==> src/rtl/core/tcpq_pkg.sv <==
// Package for the two-class priority queue: codes, field widths and the
// command type that links the controller to the datapath.
// Used by tcpq_ctrl, tcpq_dp and two_class_priority_queue.
`timescale 1ns / 1ps

package tcpq_pkg;

   // Field widths fixed by the item format
   localparam int TICKET_W = 16;
   localparam int AGE_W    = 8;
   localparam int STATUS_W = 2;

   // Threshold value after reset
   localparam logic [AGE_W-1:0] THRESHOLD_RESET = 8'd60;

   // Action codes of an input item
   localparam logic ACT_ENQUEUE = 1'b0;
   localparam logic ACT_SERVE   = 1'b1;

   // Result status codes
   typedef enum logic [STATUS_W-1:0] {
      STAT_ENQUEUED = 2'd0,
      STAT_DROPPED  = 2'd1,
      STAT_SERVED   = 2'd2,
      STAT_EMPTY    = 2'd3
   } status_type;

   // Source of the ticket in a pending result
   typedef enum logic [1:0] {
      SRC_NONE   = 2'd0,
      SRC_HIGH   = 2'd1,
      SRC_NORMAL = 2'd2
   } src_type;

   // Commands from controller to datapath
   typedef struct packed {
      logic capture;   // take the input item and update the queues
      logic unload;    // the result register is being emptied
   } cmd_type;

   // Status from datapath to controller
   typedef struct packed {
      logic threshold_busy;   // a threshold write is happening this cycle
   } stat_type;

endpackage

==> src/rtl/core/two_class_priority_queue.sv <==
// Two-class priority queue: a high-priority and a normal ticket FIFO with
// strict-priority service. The result is registered: it shows in the cycle
// after capture. Throughput: one item per cycle while results are taken,
// set by the single result register, which takes a new item only in the
// cycle its result leaves; a threshold write holds off items for its cycle.
// Reset: synchronous, active high; both queues empty, threshold back to 60.
`timescale 1ns / 1ps

module two_class_priority_queue #(
   parameter int DEPTH = 4
) (
   input  logic        clock,
   input  logic        reset,
   // Input items
   input  logic        req_tvalid,
   output logic        req_tready,
   input  logic [23:0] req_tdata,   // [15:0] ticket_in, [23:16] age_in
   input  logic        req_tuser,   // [0] action
   // Result items
   output logic        rsp_tvalid,
   input  logic        rsp_tready,
   output logic [15:0] rsp_tdata,   // [15:0] ticket_out
   output logic [2:0]  rsp_tuser,   // [1:0] status, [2] from_high
   // Threshold register write
   input  logic        csr_valid,
   output logic        csr_ready,
   input  logic [7:0]  csr_data     // [7:0] priority_age_threshold
);

   tcpq_pkg::cmd_type  dp_cmd;
   tcpq_pkg::stat_type dp_stat;
   logic [tcpq_pkg::STATUS_W-1:0] rsp_status;
   logic                          rsp_from_high;

   // Threshold writes are always taken
   assign csr_ready = 1'b1;

   tcpq_ctrl u_ctrl (
      .clock      (clock),
      .reset      (reset),
      .req_tvalid (req_tvalid),
      .req_tready (req_tready),
      .rsp_tvalid (rsp_tvalid),
      .rsp_tready (rsp_tready),
      .dp_stat    (dp_stat),
      .dp_cmd     (dp_cmd)
   );

   tcpq_dp #(
      .DEPTH (DEPTH)
   ) u_dp (
      .clock         (clock),
      .reset         (reset),
      .dp_cmd        (dp_cmd),
      .dp_stat       (dp_stat),
      .csr_valid     (csr_valid),
      .csr_data      (csr_data),
      .req_action    (req_tuser),
      .req_ticket    (req_tdata[15:0]),
      .req_age       (req_tdata[23:16]),
      .rsp_status    (rsp_status),
      .rsp_ticket    (rsp_tdata),
      .rsp_from_high (rsp_from_high)
   );

   assign rsp_tuser = {rsp_from_high, rsp_status};

endmodule

==> src/rtl/core/tcpq_ctrl.sv <==
// Controller for the two-class priority queue: a one-hot state machine
// that runs the input and result handshakes. Depends on tcpq_pkg.
`timescale 1ns / 1ps

module tcpq_ctrl (
   input  logic              clock,
   input  logic              reset,
   input  logic              req_tvalid,
   output logic              req_tready,
   output logic              rsp_tvalid,
   input  logic              rsp_tready,
   input  tcpq_pkg::stat_type dp_stat,
   output tcpq_pkg::cmd_type  dp_cmd
);

   typedef enum logic [1:0] {
      ST_IDLE = 2'b01,
      ST_OUT  = 2'b10
   } state_type;

   state_type state_ff;
   state_type state_in;

   // Handshake outputs; in ST_OUT a new item enters when the result leaves
   always_comb begin
      req_tready = 1'b0;
      rsp_tvalid = 1'b0;
      case (state_ff)
         ST_IDLE: begin
            req_tready = ~dp_stat.threshold_busy;
         end
         ST_OUT: begin
            rsp_tvalid = 1'b1;
            req_tready = rsp_tready & ~dp_stat.threshold_busy;
         end
         default: begin
            req_tready = 1'b0;
            rsp_tvalid = 1'b0;
         end
      endcase
   end

   assign dp_cmd.capture = req_tvalid & req_tready;
   assign dp_cmd.unload  = rsp_tvalid & rsp_tready;

   // Next state
   always_comb begin
      state_in = state_ff;
      case (state_ff)
         ST_IDLE: begin
            if (dp_cmd.capture) state_in = ST_OUT;
         end
         ST_OUT: begin
            if (dp_cmd.capture)     state_in = ST_OUT;
            else if (dp_cmd.unload) state_in = ST_IDLE;
         end
         default: begin
            state_in = ST_IDLE;
         end
      endcase
   end

   always_ff @(posedge clock) begin
      if (reset) begin
         state_ff <= ST_IDLE;
      end else begin
         state_ff <= state_in;
      end
   end

endmodule

==> src/rtl/core/tcpq_dp.sv <==
// Datapath for the two-class priority queue: threshold register, the two
// ticket memories with their pointers and counts, and the result register.
// Depends on tcpq_pkg.
`timescale 1ns / 1ps

module tcpq_dp #(
   parameter int DEPTH = 4
) (
   input  logic                           clock,
   input  logic                           reset,
   input  tcpq_pkg::cmd_type              dp_cmd,
   output tcpq_pkg::stat_type             dp_stat,
   input  logic                           csr_valid,
   input  logic [tcpq_pkg::AGE_W-1:0]     csr_data,
   input  logic                           req_action,
   input  logic [tcpq_pkg::TICKET_W-1:0]  req_ticket,
   input  logic [tcpq_pkg::AGE_W-1:0]     req_age,
   output logic [tcpq_pkg::STATUS_W-1:0]  rsp_status,
   output logic [tcpq_pkg::TICKET_W-1:0]  rsp_ticket,
   output logic                           rsp_from_high
);

   localparam int AW = (DEPTH > 1) ? $clog2(DEPTH) : 1;
   localparam int CW = $clog2(DEPTH + 1);
   localparam logic [AW-1:0] LAST_IDX = AW'(DEPTH - 1);
   localparam logic [CW-1:0] FULL_CNT = CW'(DEPTH);

   // Threshold register
   logic [tcpq_pkg::AGE_W-1:0] thr_ff;

   always_ff @(posedge clock) begin
      if (reset) begin
         thr_ff <= tcpq_pkg::THRESHOLD_RESET;
      end else if (csr_valid) begin
         thr_ff <= csr_data;
      end
   end

   // Hold off items in the cycle the threshold changes
   assign dp_stat.threshold_busy = csr_valid;

   // Queue pointers and counts
   logic [AW-1:0] hi_head_ff, hi_head_in, hi_tail_ff, hi_tail_in;
   logic [AW-1:0] nm_head_ff, nm_head_in, nm_tail_ff, nm_tail_in;
   logic [CW-1:0] hi_cnt_ff, hi_cnt_in, nm_cnt_ff, nm_cnt_in;

   logic hi_wr, nm_wr, hi_rd, nm_rd;
   logic hi_sel;

   tcpq_pkg::status_type status_in;
   logic                 from_high_in;
   tcpq_pkg::src_type    src_in;

   assign hi_sel = (req_age >= thr_ff);

   // Decide the operation for the item being captured
   always_comb begin
      hi_head_in   = hi_head_ff;
      hi_tail_in   = hi_tail_ff;
      hi_cnt_in    = hi_cnt_ff;
      nm_head_in   = nm_head_ff;
      nm_tail_in   = nm_tail_ff;
      nm_cnt_in    = nm_cnt_ff;
      hi_wr        = 1'b0;
      nm_wr        = 1'b0;
      hi_rd        = 1'b0;
      nm_rd        = 1'b0;
      status_in    = tcpq_pkg::STAT_EMPTY;
      from_high_in = 1'b0;
      src_in       = tcpq_pkg::SRC_NONE;
      if (req_action == tcpq_pkg::ACT_ENQUEUE) begin
         from_high_in = hi_sel;
         if (hi_sel) begin
            if (hi_cnt_ff == FULL_CNT) begin
               status_in = tcpq_pkg::STAT_DROPPED;
            end else begin
               status_in  = tcpq_pkg::STAT_ENQUEUED;
               hi_wr      = 1'b1;
               hi_tail_in = (hi_tail_ff == LAST_IDX) ? '0 : hi_tail_ff + 1'b1;
               hi_cnt_in  = hi_cnt_ff + 1'b1;
            end
         end else begin
            if (nm_cnt_ff == FULL_CNT) begin
               status_in = tcpq_pkg::STAT_DROPPED;
            end else begin
               status_in  = tcpq_pkg::STAT_ENQUEUED;
               nm_wr      = 1'b1;
               nm_tail_in = (nm_tail_ff == LAST_IDX) ? '0 : nm_tail_ff + 1'b1;
               nm_cnt_in  = nm_cnt_ff + 1'b1;
            end
         end
      end else if (hi_cnt_ff != '0) begin
         status_in    = tcpq_pkg::STAT_SERVED;
         from_high_in = 1'b1;
         src_in       = tcpq_pkg::SRC_HIGH;
         hi_rd        = 1'b1;
         hi_head_in   = (hi_head_ff == LAST_IDX) ? '0 : hi_head_ff + 1'b1;
         hi_cnt_in    = hi_cnt_ff - 1'b1;
      end else if (nm_cnt_ff != '0) begin
         status_in  = tcpq_pkg::STAT_SERVED;
         src_in     = tcpq_pkg::SRC_NORMAL;
         nm_rd      = 1'b1;
         nm_head_in = (nm_head_ff == LAST_IDX) ? '0 : nm_head_ff + 1'b1;
         nm_cnt_in  = nm_cnt_ff - 1'b1;
      end
   end

   // Advance pointers and counts on capture
   always_ff @(posedge clock) begin
      if (reset) begin
         hi_head_ff <= '0;
         hi_tail_ff <= '0;
         hi_cnt_ff  <= '0;
         nm_head_ff <= '0;
         nm_tail_ff <= '0;
         nm_cnt_ff  <= '0;
      end else if (dp_cmd.capture) begin
         hi_head_ff <= hi_head_in;
         hi_tail_ff <= hi_tail_in;
         hi_cnt_ff  <= hi_cnt_in;
         nm_head_ff <= nm_head_in;
         nm_tail_ff <= nm_tail_in;
         nm_cnt_ff  <= nm_cnt_in;
      end
   end

   // Ticket memories with registered read
   logic [tcpq_pkg::TICKET_W-1:0] hi_mem [DEPTH];
   logic [tcpq_pkg::TICKET_W-1:0] nm_mem [DEPTH];
   logic [tcpq_pkg::TICKET_W-1:0] hi_rd_ff, nm_rd_ff;

   always_ff @(posedge clock) begin
      if (dp_cmd.capture && hi_wr) hi_mem[hi_tail_ff] <= req_ticket;
      if (dp_cmd.capture && hi_rd) hi_rd_ff <= hi_mem[hi_head_ff];
   end

   always_ff @(posedge clock) begin
      if (dp_cmd.capture && nm_wr) nm_mem[nm_tail_ff] <= req_ticket;
      if (dp_cmd.capture && nm_rd) nm_rd_ff <= nm_mem[nm_head_ff];
   end

   // Result register; held until the next capture
   tcpq_pkg::status_type status_ff;
   logic                 from_high_ff;
   tcpq_pkg::src_type    src_ff;

   always_ff @(posedge clock) begin
      if (dp_cmd.capture) begin
         status_ff    <= status_in;
         from_high_ff <= from_high_in;
         src_ff       <= src_in;
      end
   end

   // Select the served ticket, zero otherwise
   always_comb begin
      case (src_ff)
         tcpq_pkg::SRC_HIGH:   rsp_ticket = hi_rd_ff;
         tcpq_pkg::SRC_NORMAL: rsp_ticket = nm_rd_ff;
         default:              rsp_ticket = '0;
      endcase
   end

   assign rsp_status    = status_ff;
   assign rsp_from_high = from_high_ff;

endmodule

==> config.mk <==
export PLATFORM = sky130hd
export DESIGN_NAME = two_class_priority_queue
export DESIGN_NICKNAME = d
export VERILOG_FILES = /design/src/rtl/core/tcpq_pkg.sv /design/src/rtl/core/two_class_priority_queue.sv /design/src/rtl/core/tcpq_ctrl.sv /design/src/rtl/core/tcpq_dp.sv
export SDC_FILE = /design/constraint.sdc
export NUM_CORES = 1
export LEC_CHECK = 0
export BUFFER_PORTS_ARGS = -buffer_cell sky130_fd_sc_hd__buf_4
export CAP_MARGIN = 20
export CORE_UTILIZATION = 25
export DETAILED_ROUTE_END_ITERATION = 12
export GPL_ROUTABILITY_DRIVEN = 0
export HOLD_SLACK_MARGIN = 0.08
export SYNTH_ARGS = -nofsm -noshare
export SYNTH_HDL_FRONTEND = slang
export SYNTH_SLANG_ARGS = --single-unit
==> constraint.sdc <==
create_clock -name clock -period 3.45 [get_ports clock]
set_clock_uncertainty 0.1 [all_clocks]
set_input_delay 0.1725 -clock clock [delete_from_list [all_inputs] [get_ports clock]]
set_output_delay 0.1725 -clock clock [all_outputs]
set_load 0.01 [all_outputs]
==> run summary <==
The number of instances in the synthesized netlist came out at 454. The main flop type after synthesis was edfxtp_1. The cell that appears most often on the critical path is buf_4. The clock transition at the register clock pins on the worst setup and hold paths after CTS came out at 0.07 ns. The critical path class was flip-flop to flip-flop.

The share of flip-flops with an asynchronous set or reset after synthesis came out at 0. The die covers 0.0315 mm^2. The tree is rooted in a clkbuf_16. The data required time at the worst endpoint is 3.46 ns, and the number of clock sinks seen by CTS is 189.

The area growth from synthesis to layout is 24.7%, and the final antenna-violating net count is 0. TritonCTS built the clock tree. The worst slew margin relative to its limit is 0.300, and the I/O pin total is 60. For this run, design rule violations remaining after detail routing come to 0. Proportion of layout cells with a drive suffix above 1: 0.247. The cell at the slowest stage of the critical path is o311ai_2. Setup violations remaining at the end of the flow were counted as 0. The logs give 4 for the number of optimization iterations in the first detailed-route pass and 0 for the initial antenna violation count. The data arrival time of the worst path is 2.89 ns.

The first global-routing pass estimated 23700 um of wire. Detailed routing inserted a total of 4158 vias. The maximum net fanout on the critical path was 16.

The simple-gate area share of the yosys netlist is 0.0609, and the via count of the first global-routing pass is 4190. No sink is reached through more buffers than the 2 on the longest clock path. The critical path goes through inv_1 > ha_1 > nor2b_1 > o211a_1 > o311ai_2 > buf_4 > and4_1 > and2_1 > buf_4. The repair_antennas step left the layout with diodes totalling 0. In this run the number of H-tree levels came out at 4.

The complex-gate fraction of the synthesized area was 0.0514; the vias per cell was 4.31. The net count of the finished layout is 624. After synthesis, the netlist uses 52 different library cells. Counting flops with a built-in enable in the synthesized netlist gives 165. The tools report the starting density of the core as 0.257.

For this run, the number of Yosys warnings is 0. In this run, CTS created clock tree buffers numbering 17. The worst hold path belongs to the class input pin to flip-flop.

Power spread over the standard cell area amounts to 509 mW/mm^2. The die is 178 um tall. For the total global routing overflow, the log shows 0.

Summing every instance area after synthesis gives 0.00771 mm^2. The floorplan die width came out at 178 um. The worst setup path is captured at a flip-flop. Entering global routing, the biggest net connects 31 pins. Multiplexer share of the synthesized area: 0.111. Peak supply drop: 0.345 mV.

The clock latency of the later-clocked register in the worst-skew pair was 0.42 ns. The flow ran to the end, and the final reports show no timing, DRC or antenna violations. Setup repair after global routing left no endpoint under its margin. The count of buffers added on input and output ports is 58. The tools report the launching element type of the critical path as a flip-flop. The aggregate global-route resource usage was 0.101; the shortest period the worst path allows was 2.88 ns. The dominant combinational cell family by area after synthesis is multiplexers. The worst-margin pin slew came out at 1.05 ns. The tools report the final design area excluding fillers as 0.00961 mm^2. The number of DRC violations after detailed-routing iteration 0 is 314, and the final hold violation count is 0. The xor/xnor share of the synthesized area was 0.00114; the highest attainable clock frequency was 347 MHz.

Summed over all failing endpoints, the final setup total negative slack is 0 ns. The number of synthesized register bits is 189, and the total core area is 0.0300 mm^2. The portion of the clock cycle consumed by the worst path in the final layout is 0.836. The delay of the slowest cell on the worst path was 0.46 ns; the post-placement cell area was 0.00860 mm^2. The leakage power came out at 3.32 nW.

After synthesis, the mean cell area works out to 17.0 um^2. The average wire per cell in the routed design is 15.8 um, and the row count is 63. The top cell types in the final layout, fill and taps aside, are 165 x edfxtp_1, 71 x buf_4, 43 x dlygate4sd3_1. The run gives 516 as the net count after synthesis. The library cell used most frequently in the layout, excluding fill and tap cells, is edfxtp_1.

The tools report the sequential share of the synthesized area as 0.705. The number of pins exceeding their max-slew limit in the final report is 0, and the half-perimeter wire length of the detailed placement result is 9610 um. The adder-cell share of the synthesized area works out to 0.0409. The tool flagged a number of max-cap violations equal to 0. For this block, the routed nets add up to 15300 um of wire.
-- timing repair --
item	CTS	global route
hold buffers	43	0
buffers inserted	0	0
endpoints found under the hold margin	143	0
gates resized for setup	0	0
-- flip-flops by register name, indices dropped and copies added, names as in the netlist --
signal              count
u_dp.rsp_from_high      1
u_dp.hi_cnt_ff          3
u_dp.nm_rd_ff          16
u_dp.hi_tail_ff         2
u_dp.hi_rd_ff          16
u_dp.nm_tail_ff         2
u_ctrl.state_ff         2
u_dp.nm_mem            64
u_dp.thr_ff             8
u_dp.hi_head_ff         2
u_dp.nm_cnt_ff          3
u_dp.src_ff             2
u_dp.hi_mem            64
u_dp.nm_head_ff         2
u_dp.rsp_status         2
-- stage by stage --
step           power, mW  utilization  worst slack, ns  std cells  hold WS (ns)
2_1_floorplan       2.83            -            0.692        454         0.171
3_3_place_gp        2.98        0.287            0.635        890         0.303
3_5_place_dp        2.99        0.287            0.549        890         0.309
4_1_cts             4.94        0.321            0.546        965         0.115
5_1_grt             5.08        0.321            0.380        965         0.122
6_report            4.89        0.321            0.565        965         0.129
-- final timing paths --
check / cells past startpoint / startpoint / end / slack, ns
max: 9 / u_dp.thr_ff[1] / u_dp.nm_mem[0][1] / 0.57
min: 3 / req_tvalid / u_ctrl.state_ff[1] / 0.13
max reg2reg: 9 / u_dp.thr_ff[1] / u_dp.nm_mem[0][1] / 0.57
min reg2reg: 2 / u_dp.nm_head_ff[0] / u_dp.nm_head_ff[0] / 0.40
-- Yosys cell counts (all sizes together) (10+ instances only) --
master	n	area, um^2
edfxtp	165	4950
nand2	17	63.8
clkbuf	14	52.6
nor2	34	128
inv	23	86.3
dfxtp	24	480
nor3	10	50.1
a22oi	16	120
ha	22	275
mux4	32	721
buf	11	73.8
-- critical path, delay by kind of cell (launching register included) --
family	cells	cell delay, ns
AO/OA/AOI/OAI	2	0.69
adder cells (fa/ha/maj)	1	0.28
buffers and inverters	3	0.55
flip-flops	1	0.33
AND/OR/NAND/NOR	3	0.61
-- cell families after synthesis --
group / after synthesis
flip-flops: 189
XOR/XNOR: 1
other: 1
multiplexers: 45
buffers and inverters: 50
AO/OA/AOI/OAI: 48
AND/OR/NAND/NOR: 96
adder cells (fa/ha/maj): 24
-- power by group --
group	leakage (nW)	internal (mW)	total [mW]	switching, mW
logic	1.35	0.193	0.421	0.227
clock network	0.289	1.02	1.91	0.893
registers	1.68	2.53	2.55	0.0237
-- layer usage --
metal,up-vias,GRT usage,share of wire
li1,1968,-,-
met1,2090,0.130,0.47
met2,91,0.171,0.49
met3,9,0.0240,0.035
met4,0,0.0267,0.0089
met5,-,0,0
-- layout make-up --
type	count	area, um^2
Fill cell	2943	20300
Clock inverter	15	153
Clock buffer	17	425
Inverter	25	95.1
Sequential cell	189	5440
Timing Repair Buffer	114	963
Tap cell	390	488
Multi-Input combinational cell	215	2050
Power figures use the tool's default switching activity.
